--- config.mk ---
export PLATFORM = sky130hd
export DESIGN_NAME = joystick_to_quadrature
export DESIGN_NICKNAME = d
export VERILOG_FILES = /design/src/hw/rtl/jtq_pkg.sv /design/src/hw/rtl/jtq_regs.sv /design/src/hw/rtl/jtq_ctrl.sv /design/src/hw/rtl/jtq_dp.sv /design/src/hw/rtl/joystick_to_quadrature.sv
export SDC_FILE = /design/constraint.sdc
export NUM_CORES = 1
export LEC_CHECK = 0
export BUFFER_PORTS_ARGS = -buffer_cell sky130_fd_sc_hd__buf_2
export CORE_MARGIN = 4
export CORE_UTILIZATION = 30
export CTS_CLUSTER_DIAMETER = 200
export CTS_CLUSTER_SIZE = 20
export DETAILED_ROUTE_END_ITERATION = 16
export MAX_ROUTING_LAYER = met4
export PLACE_DENSITY_LB_ADDON = 0.15
export SYNTH_ARGS = -nofsm -noshare
export SYNTH_HDL_FRONTEND = slang
export SYNTH_SLANG_ARGS = --single-unit
--- constraint.sdc ---
create_clock -name clk_i -period 7.03 [get_ports clk_i]
set_clock_uncertainty 0.05 [all_clocks]
set_input_delay 1.406 -clock clk_i [delete_from_list [all_inputs] [get_ports clk_i]]
set_output_delay 1.406 -clock clk_i [all_outputs]
set_load 0.02 [all_outputs]
--- src/hw/rtl/jtq_pkg.sv ---
package jtq_pkg;

  // Field widths.
  localparam int SampleW = 10;
  localparam int PosW    = 8;
  localparam int DzW     = 7;
  localparam int PhaseW  = 2;
  localparam int NumW    = SampleW + PosW;
  localparam int DivCntW = $clog2(PosW);
  localparam int Lanes   = 2;

  // Stream payload widths, padded to whole bytes.
  localparam int InFieldsW  = 2 * SampleW;
  localparam int InTdataW   = ((InFieldsW + 7) / 8) * 8;
  localparam int OutFieldsW = 2 * PhaseW + 1 + 2 * PosW;
  localparam int OutTdataW  = ((OutFieldsW + 7) / 8) * 8;

  // Register port.
  localparam int AddrW = 5;
  localparam int DataW = 32;

  localparam logic [2:0] REG_X_IN_MIN = 3'd0;
  localparam logic [2:0] REG_X_IN_MAX = 3'd1;
  localparam logic [2:0] REG_Y_IN_MIN = 3'd2;
  localparam logic [2:0] REG_Y_IN_MAX = 3'd3;
  localparam logic [2:0] REG_OUT_MIN  = 3'd4;
  localparam logic [2:0] REG_OUT_MAX  = 3'd5;
  localparam logic [2:0] REG_CENTER   = 3'd6;
  localparam logic [2:0] REG_DEAD     = 3'd7;

  // Register reset values.
  localparam logic [SampleW-1:0] XInMinRst = SampleW'(36);
  localparam logic [SampleW-1:0] XInMaxRst = SampleW'(213);
  localparam logic [SampleW-1:0] YInMinRst = SampleW'(31);
  localparam logic [SampleW-1:0] YInMaxRst = SampleW'(208);
  localparam logic [PosW-1:0]    OutMinRst = PosW'(37);
  localparam logic [PosW-1:0]    OutMaxRst = PosW'(218);
  localparam logic [PosW-1:0]    CenterRst = PosW'(127);
  localparam logic [DzW-1:0]     DeadRst   = DzW'(19);

  // Gray phase codes in counting order.
  localparam logic [PhaseW-1:0] PH_0 = 2'b00;
  localparam logic [PhaseW-1:0] PH_1 = 2'b01;
  localparam logic [PhaseW-1:0] PH_2 = 2'b11;
  localparam logic [PhaseW-1:0] PH_3 = 2'b10;

  typedef struct packed {
    logic [SampleW-1:0] x_in_min;
    logic [SampleW-1:0] x_in_max;
    logic [SampleW-1:0] y_in_min;
    logic [SampleW-1:0] y_in_max;
    logic [PosW-1:0]    out_min;
    logic [PosW-1:0]    out_max;
    logic [PosW-1:0]    center;
    logic [DzW-1:0]     snap_radius;
  } cfg_t;

  // Commands from the controller to the datapath.
  typedef struct packed {
    logic load;
    logic mul;
    logic div_step;
    logic commit;
    logic is_tick;
  } dp_cmd_t;

  function automatic logic [PhaseW-1:0] gray_up(input logic [PhaseW-1:0] g);
    logic [PhaseW-1:0] r;
    case (g)
      PH_0:    r = PH_1;
      PH_1:    r = PH_2;
      PH_2:    r = PH_3;
      default: r = PH_0;
    endcase
    return r;
  endfunction

  function automatic logic [PhaseW-1:0] gray_down(input logic [PhaseW-1:0] g);
    logic [PhaseW-1:0] r;
    case (g)
      PH_0:    r = PH_3;
      PH_3:    r = PH_2;
      PH_2:    r = PH_1;
      default: r = PH_0;
    endcase
    return r;
  endfunction

endpackage

--- src/hw/rtl/jtq_regs.sv ---
module jtq_regs import jtq_pkg::*; (
  input  logic             clk_i,
  input  logic             rst_ni,
  input  logic             psel,
  input  logic             penable,
  input  logic             pwrite,
  input  logic [AddrW-1:0] paddr,
  input  logic [DataW-1:0] pwdata,
  output logic [DataW-1:0] prdata,
  output logic             pready,
  output cfg_t             cfg_o
);

  cfg_t       cfg_q, cfg_d;
  logic [2:0] idx;
  logic       wr_en;

  assign pready = 1'b1;
  assign idx    = paddr[AddrW-1:2];
  assign wr_en  = psel && penable && pwrite;
  assign cfg_o  = cfg_q;

  // Register write decode.
  always_comb begin
    cfg_d = cfg_q;
    if (wr_en) begin
      unique case (idx)
        REG_X_IN_MIN: cfg_d.x_in_min    = pwdata[SampleW-1:0];
        REG_X_IN_MAX: cfg_d.x_in_max    = pwdata[SampleW-1:0];
        REG_Y_IN_MIN: cfg_d.y_in_min    = pwdata[SampleW-1:0];
        REG_Y_IN_MAX: cfg_d.y_in_max    = pwdata[SampleW-1:0];
        REG_OUT_MIN:  cfg_d.out_min     = pwdata[PosW-1:0];
        REG_OUT_MAX:  cfg_d.out_max     = pwdata[PosW-1:0];
        REG_CENTER:   cfg_d.center      = pwdata[PosW-1:0];
        REG_DEAD:     cfg_d.snap_radius = pwdata[DzW-1:0];
        default:      cfg_d = cfg_q;
      endcase
    end
  end

  // Register read decode.
  always_comb begin
    unique case (idx)
      REG_X_IN_MIN: prdata = DataW'(cfg_q.x_in_min);
      REG_X_IN_MAX: prdata = DataW'(cfg_q.x_in_max);
      REG_Y_IN_MIN: prdata = DataW'(cfg_q.y_in_min);
      REG_Y_IN_MAX: prdata = DataW'(cfg_q.y_in_max);
      REG_OUT_MIN:  prdata = DataW'(cfg_q.out_min);
      REG_OUT_MAX:  prdata = DataW'(cfg_q.out_max);
      REG_CENTER:   prdata = DataW'(cfg_q.center);
      REG_DEAD:     prdata = DataW'(cfg_q.snap_radius);
      default:      prdata = '0;
    endcase
  end

  always_ff @(posedge clk_i or negedge rst_ni) begin
    if (!rst_ni) begin
      cfg_q.x_in_min    <= XInMinRst;
      cfg_q.x_in_max    <= XInMaxRst;
      cfg_q.y_in_min    <= YInMinRst;
      cfg_q.y_in_max    <= YInMaxRst;
      cfg_q.out_min     <= OutMinRst;
      cfg_q.out_max     <= OutMaxRst;
      cfg_q.center      <= CenterRst;
      cfg_q.snap_radius <= DeadRst;
    end else begin
      cfg_q <= cfg_d;
    end
  end

endmodule

--- src/hw/rtl/jtq_ctrl.sv ---
module jtq_ctrl import jtq_pkg::*; (
  input  logic    clk_i,
  input  logic    rst_ni,
  input  logic    in_valid_i,
  input  logic    in_tick_i,
  output logic    in_ready_o,
  input  logic    out_ready_i,
  output logic    out_valid_o,
  output dp_cmd_t cmd_o
);

  typedef enum logic [3:0] {
    ST_IDLE = 4'b0001,
    ST_MUL  = 4'b0010,
    ST_DIV  = 4'b0100,
    ST_DONE = 4'b1000
  } state_e;

  state_e             state_q, state_d;
  logic [DivCntW-1:0] cnt_q, cnt_d;
  logic               tick_q, tick_d;
  logic               out_valid_q, out_valid_d;
  logic               in_ready;
  logic               load, mul, div_step, commit;

  // Sequencer: multiply, one quotient bit per cycle, then commit; a tick goes straight to commit.
  always_comb begin
    state_d  = state_q;
    cnt_d    = cnt_q;
    tick_d   = tick_q;
    in_ready = 1'b0;
    load     = 1'b0;
    mul      = 1'b0;
    div_step = 1'b0;
    commit   = 1'b0;
    unique case (state_q)
      ST_IDLE: begin
        in_ready = 1'b1;
        if (in_valid_i) begin
          tick_d = in_tick_i;
          if (in_tick_i) begin
            state_d = ST_DONE;
          end else begin
            load    = 1'b1;
            state_d = ST_MUL;
          end
        end
      end
      ST_MUL: begin
        mul     = 1'b1;
        cnt_d   = '0;
        state_d = ST_DIV;
      end
      ST_DIV: begin
        div_step = 1'b1;
        cnt_d    = cnt_q + 1'b1;
        if (cnt_q == DivCntW'(PosW - 1)) begin
          state_d = ST_DONE;
        end
      end
      ST_DONE: begin
        // The state registers double as the output register, so wait for it.
        if (!out_valid_q || out_ready_i) begin
          commit  = 1'b1;
          state_d = ST_IDLE;
        end
      end
      default: state_d = ST_IDLE;
    endcase
  end

  // Result valid flag.
  always_comb begin
    out_valid_d = out_valid_q;
    if (commit) begin
      out_valid_d = 1'b1;
    end else if (out_ready_i) begin
      out_valid_d = 1'b0;
    end
  end

  always_ff @(posedge clk_i or negedge rst_ni) begin
    if (!rst_ni) begin
      state_q     <= ST_IDLE;
      cnt_q       <= '0;
      tick_q      <= 1'b0;
      out_valid_q <= 1'b0;
    end else begin
      state_q     <= state_d;
      cnt_q       <= cnt_d;
      tick_q      <= tick_d;
      out_valid_q <= out_valid_d;
    end
  end

  assign in_ready_o     = in_ready;
  assign out_valid_o    = out_valid_q;
  assign cmd_o.load     = load;
  assign cmd_o.mul      = mul;
  assign cmd_o.div_step = div_step;
  assign cmd_o.commit   = commit;
  assign cmd_o.is_tick  = tick_q;

endmodule

--- src/hw/rtl/jtq_dp.sv ---
module jtq_dp import jtq_pkg::*; (
  input  logic               clk_i,
  input  logic               rst_ni,
  input  cfg_t               cfg_i,
  input  dp_cmd_t            cmd_i,
  input  logic [SampleW-1:0] x_sample_i,
  input  logic [SampleW-1:0] y_sample_i,
  output logic [PhaseW-1:0]  x_phase_o,
  output logic [PhaseW-1:0]  y_phase_o,
  output logic               pending_o,
  output logic [PosW-1:0]    x_target_o,
  output logic [PosW-1:0]    y_target_o
);

  // Per-axis work registers (payload, no reset).
  logic [SampleW-1:0] diff_q [Lanes];
  logic [SampleW-1:0] den_q  [Lanes];
  logic               byp_q  [Lanes];
  logic [SampleW-1:0] rem_q  [Lanes];
  logic [PosW-1:0]    quo_q  [Lanes];

  // Per-axis architectural state.
  logic [PosW-1:0]   tgt_q  [Lanes];
  logic [PosW-1:0]   pos_q  [Lanes];
  logic [PhaseW-1:0] gray_q [Lanes];
  logic              primed_q;

  logic [SampleW-1:0] smp    [Lanes];
  logic [SampleW-1:0] lo     [Lanes];
  logic [SampleW-1:0] hi     [Lanes];
  logic [SampleW-1:0] clamp  [Lanes];
  logic [NumW-1:0]    prod   [Lanes];
  logic [SampleW:0]   trial  [Lanes];
  logic [SampleW:0]   sub    [Lanes];
  logic               ge     [Lanes];
  logic [PosW-1:0]    mraw   [Lanes];
  logic [PosW:0]      m_plus [Lanes];
  logic               snap   [Lanes];
  logic [PosW-1:0]    mapped [Lanes];
  logic [PosW-1:0]    span;
  logic [PosW:0]      hi_edge;
  logic               out_inv;

  assign smp[0] = x_sample_i;
  assign smp[1] = y_sample_i;
  assign lo[0]  = cfg_i.x_in_min;
  assign lo[1]  = cfg_i.y_in_min;
  assign hi[0]  = cfg_i.x_in_max;
  assign hi[1]  = cfg_i.y_in_max;

  assign span    = cfg_i.out_max - cfg_i.out_min;
  assign out_inv = cfg_i.out_max < cfg_i.out_min;
  assign hi_edge = {1'b0, cfg_i.center} + {2'b00, cfg_i.snap_radius};

  // Clamp, scale, one restoring division step and the dead zone, per axis.
  always_comb begin
    for (int l = 0; l < Lanes; l++) begin
      if (smp[l] < lo[l]) begin
        clamp[l] = lo[l];
      end else if (smp[l] > hi[l]) begin
        clamp[l] = hi[l];
      end else begin
        clamp[l] = smp[l];
      end
      prod[l]  = NumW'(diff_q[l]) * NumW'(span);
      trial[l] = {rem_q[l], quo_q[l][PosW-1]};
      sub[l]   = trial[l] - {1'b0, den_q[l]};
      ge[l]    = trial[l] >= {1'b0, den_q[l]};
      mraw[l]  = byp_q[l] ? cfg_i.out_min : quo_q[l] + cfg_i.out_min;
      // Strictly inside center +/- snap_radius, without going negative.
      m_plus[l] = {1'b0, mraw[l]} + {2'b00, cfg_i.snap_radius};
      snap[l]   = ({1'b0, mraw[l]} < hi_edge) && (m_plus[l] > {1'b0, cfg_i.center});
      mapped[l] = snap[l] ? cfg_i.center : mraw[l];
    end
  end

  // Division work registers.
  always_ff @(posedge clk_i) begin
    for (int l = 0; l < Lanes; l++) begin
      if (cmd_i.load) begin
        diff_q[l] <= clamp[l] - lo[l];
        den_q[l]  <= hi[l] - lo[l];
        byp_q[l]  <= (hi[l] <= lo[l]) || out_inv;
      end else if (cmd_i.mul) begin
        rem_q[l] <= prod[l][NumW-1:PosW];
        quo_q[l] <= prod[l][PosW-1:0];
      end else if (cmd_i.div_step) begin
        rem_q[l] <= ge[l] ? sub[l][SampleW-1:0] : trial[l][SampleW-1:0];
        quo_q[l] <= {quo_q[l][PosW-2:0], ge[l]};
      end
    end
  end

  // Targets, positions and phases change only when a result is committed.
  always_ff @(posedge clk_i or negedge rst_ni) begin
    if (!rst_ni) begin
      for (int l = 0; l < Lanes; l++) begin
        tgt_q[l]  <= '0;
        pos_q[l]  <= '0;
        gray_q[l] <= PH_0;
      end
      primed_q <= 1'b0;
    end else if (cmd_i.commit) begin
      if (cmd_i.is_tick) begin
        for (int l = 0; l < Lanes; l++) begin
          if (pos_q[l] < tgt_q[l]) begin
            pos_q[l]  <= pos_q[l] + 1'b1;
            gray_q[l] <= gray_up(gray_q[l]);
          end else if (pos_q[l] > tgt_q[l]) begin
            pos_q[l]  <= pos_q[l] - 1'b1;
            gray_q[l] <= gray_down(gray_q[l]);
          end
        end
      end else begin
        for (int l = 0; l < Lanes; l++) begin
          tgt_q[l] <= mapped[l];
          if (!primed_q) begin
            pos_q[l] <= mapped[l];
          end
        end
        primed_q <= 1'b1;
      end
    end
  end

  assign x_phase_o  = gray_q[0];
  assign y_phase_o  = gray_q[1];
  assign x_target_o = tgt_q[0];
  assign y_target_o = tgt_q[1];
  assign pending_o  = (pos_q[0] != tgt_q[0]) || (pos_q[1] != tgt_q[1]);

endmodule

--- src/hw/rtl/joystick_to_quadrature.sv ---
// Joystick to quadrature converter. A sample transaction (tuser 0) clamps the
// x and y readings to their input windows, scales them onto out_min..out_max,
// snaps values strictly inside center +/- snap_radius to center, and sets them
// as the new axis targets; the first sample after reset also sets the positions.
// A tick transaction (tuser 1) moves each axis one step toward its target and
// steps its Gray phase up or down to match. Every transaction returns one
// result with the state after it. One item is handled at a time: a sample
// goes through acceptance, the multiply, the bit-serial restoring division
// of both axes side by side, and the commit; a tick goes from acceptance
// straight to the commit, and the result is registered at the commit. The
// result stays on the output until taken; the next item is accepted
// meanwhile, but its result waits for the output to be free.
module joystick_to_quadrature import jtq_pkg::*; (
  input  logic                 clk_i,
  input  logic                 rst_ni,
  // Input stream.
  input  logic                 s_axis_tvalid,
  output logic                 s_axis_tready,
  input  logic [InTdataW-1:0]  s_axis_tdata,  // x_sample, y_sample, zero pad
  input  logic                 s_axis_tuser,  // func
  // Output stream.
  output logic                 m_axis_tvalid,
  input  logic                 m_axis_tready,
  output logic [OutTdataW-1:0] m_axis_tdata,  // x_phase, y_phase, pending,
                                              // x_target_out, y_target_out, zero pad
  // Register port.
  input  logic                 psel,
  input  logic                 penable,
  input  logic                 pwrite,
  input  logic [AddrW-1:0]     paddr,
  input  logic [DataW-1:0]     pwdata,
  output logic [DataW-1:0]     prdata,
  output logic                 pready
);

  cfg_t              cfg;
  dp_cmd_t           cmd;
  logic [PhaseW-1:0] x_phase, y_phase;
  logic              pending;
  logic [PosW-1:0]   x_target, y_target;

  jtq_regs u_regs (
    .clk_i   (clk_i),
    .rst_ni  (rst_ni),
    .psel    (psel),
    .penable (penable),
    .pwrite  (pwrite),
    .paddr   (paddr),
    .pwdata  (pwdata),
    .prdata  (prdata),
    .pready  (pready),
    .cfg_o   (cfg)
  );

  jtq_ctrl u_ctrl (
    .clk_i       (clk_i),
    .rst_ni      (rst_ni),
    .in_valid_i  (s_axis_tvalid),
    .in_tick_i   (s_axis_tuser),
    .in_ready_o  (s_axis_tready),
    .out_ready_i (m_axis_tready),
    .out_valid_o (m_axis_tvalid),
    .cmd_o       (cmd)
  );

  jtq_dp u_dp (
    .clk_i      (clk_i),
    .rst_ni     (rst_ni),
    .cfg_i      (cfg),
    .cmd_i      (cmd),
    .x_sample_i (s_axis_tdata[SampleW-1:0]),
    .y_sample_i (s_axis_tdata[2*SampleW-1:SampleW]),
    .x_phase_o  (x_phase),
    .y_phase_o  (y_phase),
    .pending_o  (pending),
    .x_target_o (x_target),
    .y_target_o (y_target)
  );

  // Result packing, first field in the lowest bits.
  assign m_axis_tdata = {{(OutTdataW - OutFieldsW){1'b0}},
                         y_target, x_target, pending, y_phase, x_phase};

endmodule

==> results.toml <==
[timing]
tightestPinTransition_ps = 1180
drv_slew = 0
hold_violations = 0
relSlewSlack_pct = 21.3
finalCritPeriodShare_pct = 95.9
period_minus_slack_ps = 6740
setup_violations = 0
fmax_mhz = 148

[logic_synthesis]
avgSynthCellArea_um2 = 8.91
synth_common_cells = "inv_1 (305), ha_1 (276), nand2_1 (233)"
ys_ff_latch = 195
synth_seq_area_share_pct = 25.2
synth_area_um2 = 21100
synth_enable_flop_cells = 78
yosys.area.top_type_share_pct = 16.4
netlist_instances = 2368
synth_top_flop_cell = "dfrtp_1"
synthTopCellsByArea = "ha_1 (16%), edfxtp_1 (11%), fa_1 (10%), dfrtp_1 (9.8%), inv_1 (5.4%)"
synth-async-reset-ratio_pct = 60.0
yosysMostFrequentCell = "inv_1"
yosys.area.top_type = "ha_1"
synth_cell_types = 77
yosysWarnings = 0

[floorplan]
fp-row-count = 96
dieArea_um2 = 74600
die_y_um = 273
start_util_pct = 30.5
die_w_um = 273
ios = 128
design.core.area_um2 = 69200

[status]
outcome = "completed"

[place]
dpl.hpwl_um = 49500
dpl_cell_area_um2 = 22600
io_buffers = 73
place.gp.congestion = 0.876
place_inst = 3339

[drt]
drt.antenna.violating_nets = 0
wire_per_inst_um = 18.2
route.vias.total = 16500
drt_iter0_drc = 786
totalWireLength_um = 61400
vias_per_cell = 4.89
drc = 0
firstDrtPassIters = 5

[worst_setup_path]
critPathMostFrequentCell = "fa_1"
worstSetupEndpoint = "u_dp.rem_q[0][8]$_DFFE_PP_"
crit_path_end_kind = "flop"
path_class = "flop to flop"
cp-startpoint = "u_regs.cfg_o[23]$_DFFE_PN1P_"
start_kind = "flop"
worstPathMaxFanout = 10
max_stage_delay_ps = 600
r2r-end = "u_dp.rem_q[0][8]$_DFFE_PP_"
r2r-start = "u_regs.cfg_o[23]$_DFFE_PN1P_"
reg2regPathDepth = 26
worstPathRequired_ps = 7200
rrSetupSlack_ps = 290
arrival_ps = 6910
crit_slowest_cell = "dfstp_2"

[min_path]
hp-class = "flop to flop"

[layout]
insertedDiodeCount = 0
drive_gt1_share_pct = 10.7
fin_area_um2 = 23300
fin_nets = 2884
syn_to_final_growth_pct = 10.5
finalNonFillerCells = 3373

[cts]
cts_tree = "done"
holdBufCountCts = 0
clkSinkCount = 195
cts_inserted_buffers = 17
root_buffer = "clkbuf_16"
clk-insertion-delay-late_ps = 490
path_clk_slew_ps = 90
cts.htree.levels = 4
clockBufferDepth = 2

[grt]
grt_pass1_vias = 16700
grt_pass1_wl_um = 96800
antenna_found_initial = 1
gr-total-overflow = 0
grtUsageTotal_pct = 17.1
grt_max_degree = 68

[flow_run]
drv_cap = 0
-- area by class of cell --
| class | instances | area (um2) |
|---|---|---|
| Clock inverter | 13 | 151 |
| Inverter | 306 | 1150 |
| Fill cell | 7331 | 45900 |
| Clock buffer | 19 | 464 |
| Tap cell | 931 | 1160 |
| Timing Repair Buffer | 114 | 718 |
| Sequential cell | 195 | 5310 |
| Multi-Input combinational cell | 1795 | 14300 |
-- cells in the final DEF (no fill, tap or decap), types with 6 or more instances in the layout --
master and n:
nor3_1 32, dfstp_2 34, nand2b_1 49, xnor2_1 68
o211ai_1 14, o21ai_0 156, o21bai_1 19, fa_1 109
mux2_2 38, nor2b_1 43, o21a_1 15, ha_1 276
a221oi_1 6, buf_4 39, a31oi_1 8, a21oi_2 6
nor2_1 124, o31ai_1 6, dfrtp_1 83, xor2_1 30
o221ai_1 10, o21ai_1 10, a21o_1 34, and2_1 95
a211oi_1 19, a21boi_0 12, a21oi_1 115, conb_1 26
nand4_1 23, mux2i_1 73, or3_1 13, edfxtp_1 78
inv_1 304, nand3_1 36, a22oi_1 8, clkbuf_16 19
nand2_1 232, buf_2 72
-- worst min path at each step --
stage	from	to	slack [ps]	cells past startpoint
5_1_grt	u_ctrl.cnt_q[0]$_DFFE_PN0P_	u_ctrl.cnt_q[0]$_DFFE_PN0P_	470	1
2_1_floorplan	u_ctrl.cnt_q[0]$_DFFE_PN0P_	u_ctrl.cnt_q[0]$_DFFE_PN0P_	420	1
6_report	u_dp.y_target_o[3]$_DFFE_PN0P_	u_dp.y_target_o[3]$_DFFE_PN0P_	460	2
4_1_cts	u_ctrl.cnt_q[0]$_DFFE_PN0P_	u_ctrl.cnt_q[0]$_DFFE_PN0P_	460	1
3_5_place_dp	u_ctrl.cnt_q[2]$_DFFE_PN0P_	u_ctrl.cnt_q[2]$_DFFE_PN0P_	440	1
3_3_place_gp	u_dp.y_target_o[4]$_DFFE_PN0P_	u_dp.y_target_o[4]$_DFFE_PN0P_	440	2
-- worst max-delay path: cells and delay by family, from the launching register on --
kind	cells	cell delay [ps]
flops	1	600
xor+xnor	1	180
buf+inv	5	450
mux	1	90
simple gates	6	1090
fa+ha+maj	7	2840
compound gates	6	1130
-- layer usage --
metal  share of wire (%)  vias up  global-route usage (%)
met2                  47      191                    27.4
met1                  49     8080                    23.3
li1                    -     8170                       -
met4                 1.7        0                    4.03
met5                   0        -                       -
met3                 2.4       46                    2.07
-- logic make-up after synthesis --
| kind of cell | count (synthesis) | synth area share [%] |
|---|---|---|
| AND/OR/NAND/NOR | 678 | 15.6 |
| AO/OA/AOI/OAI | 488 | 14.4 |
| buffers and inverters | 402 | 7.70 |
| adder cells (fa/ha/maj) | 386 | 26.8 |
| flip-flops | 195 | 25.2 |
| multiplexers | 118 | 6.11 |
| XOR/XNOR | 99 | 4.15 |
| other | 2 | 0.0356 |
-- registers in the layout, summed over array words and instances (netlist names) --
signal	flops
u_regs.cfg_o	71
u_dp.den_q	20
u_dp.diff_q	20
u_dp.rem_q	20
u_dp.pos_q	16
u_dp.quo_q	16
u_dp.x_target_o	8
u_dp.y_target_o	8
u_ctrl.state_q	4
u_ctrl.cnt_q	3
u_dp.byp_q	2
u_dp.x_phase_o	2
u_dp.y_phase_o	2
u_ctrl.out_valid_o	1
u_ctrl.tick_q	1
u_dp.primed_q	1
-- repair_timing --
action	in CTS	in global routing
pin swaps	0	7
setup endpoints to repair	2	11
cloned	0	1
resized for setup	3	19
setup buffers	0	1
-- through the flow --
| step | util [%] | hold WS [ps] | TNS (ps) | setup slack (ps) |
|---|---|---|---|---|
| 2_1_floorplan | - | 418 | 0 | 431 |
| 3_3_place_gp | 32.6 | 437 | 0 | 39.1 |
| 3_5_place_dp | 32.6 | 443 | -33.9 | -33.9 |
| 4_1_cts | 33.5 | 461 | 0 | 35.0 |
| 5_1_grt | 33.7 | 465 | -59.1 | -35.0 |
| 6_report | 33.7 | 457 | 0 | 290 |
Power is not shown: default switching activity piles up to over one toggle a cycle in this logic, so the estimate is an artifact.
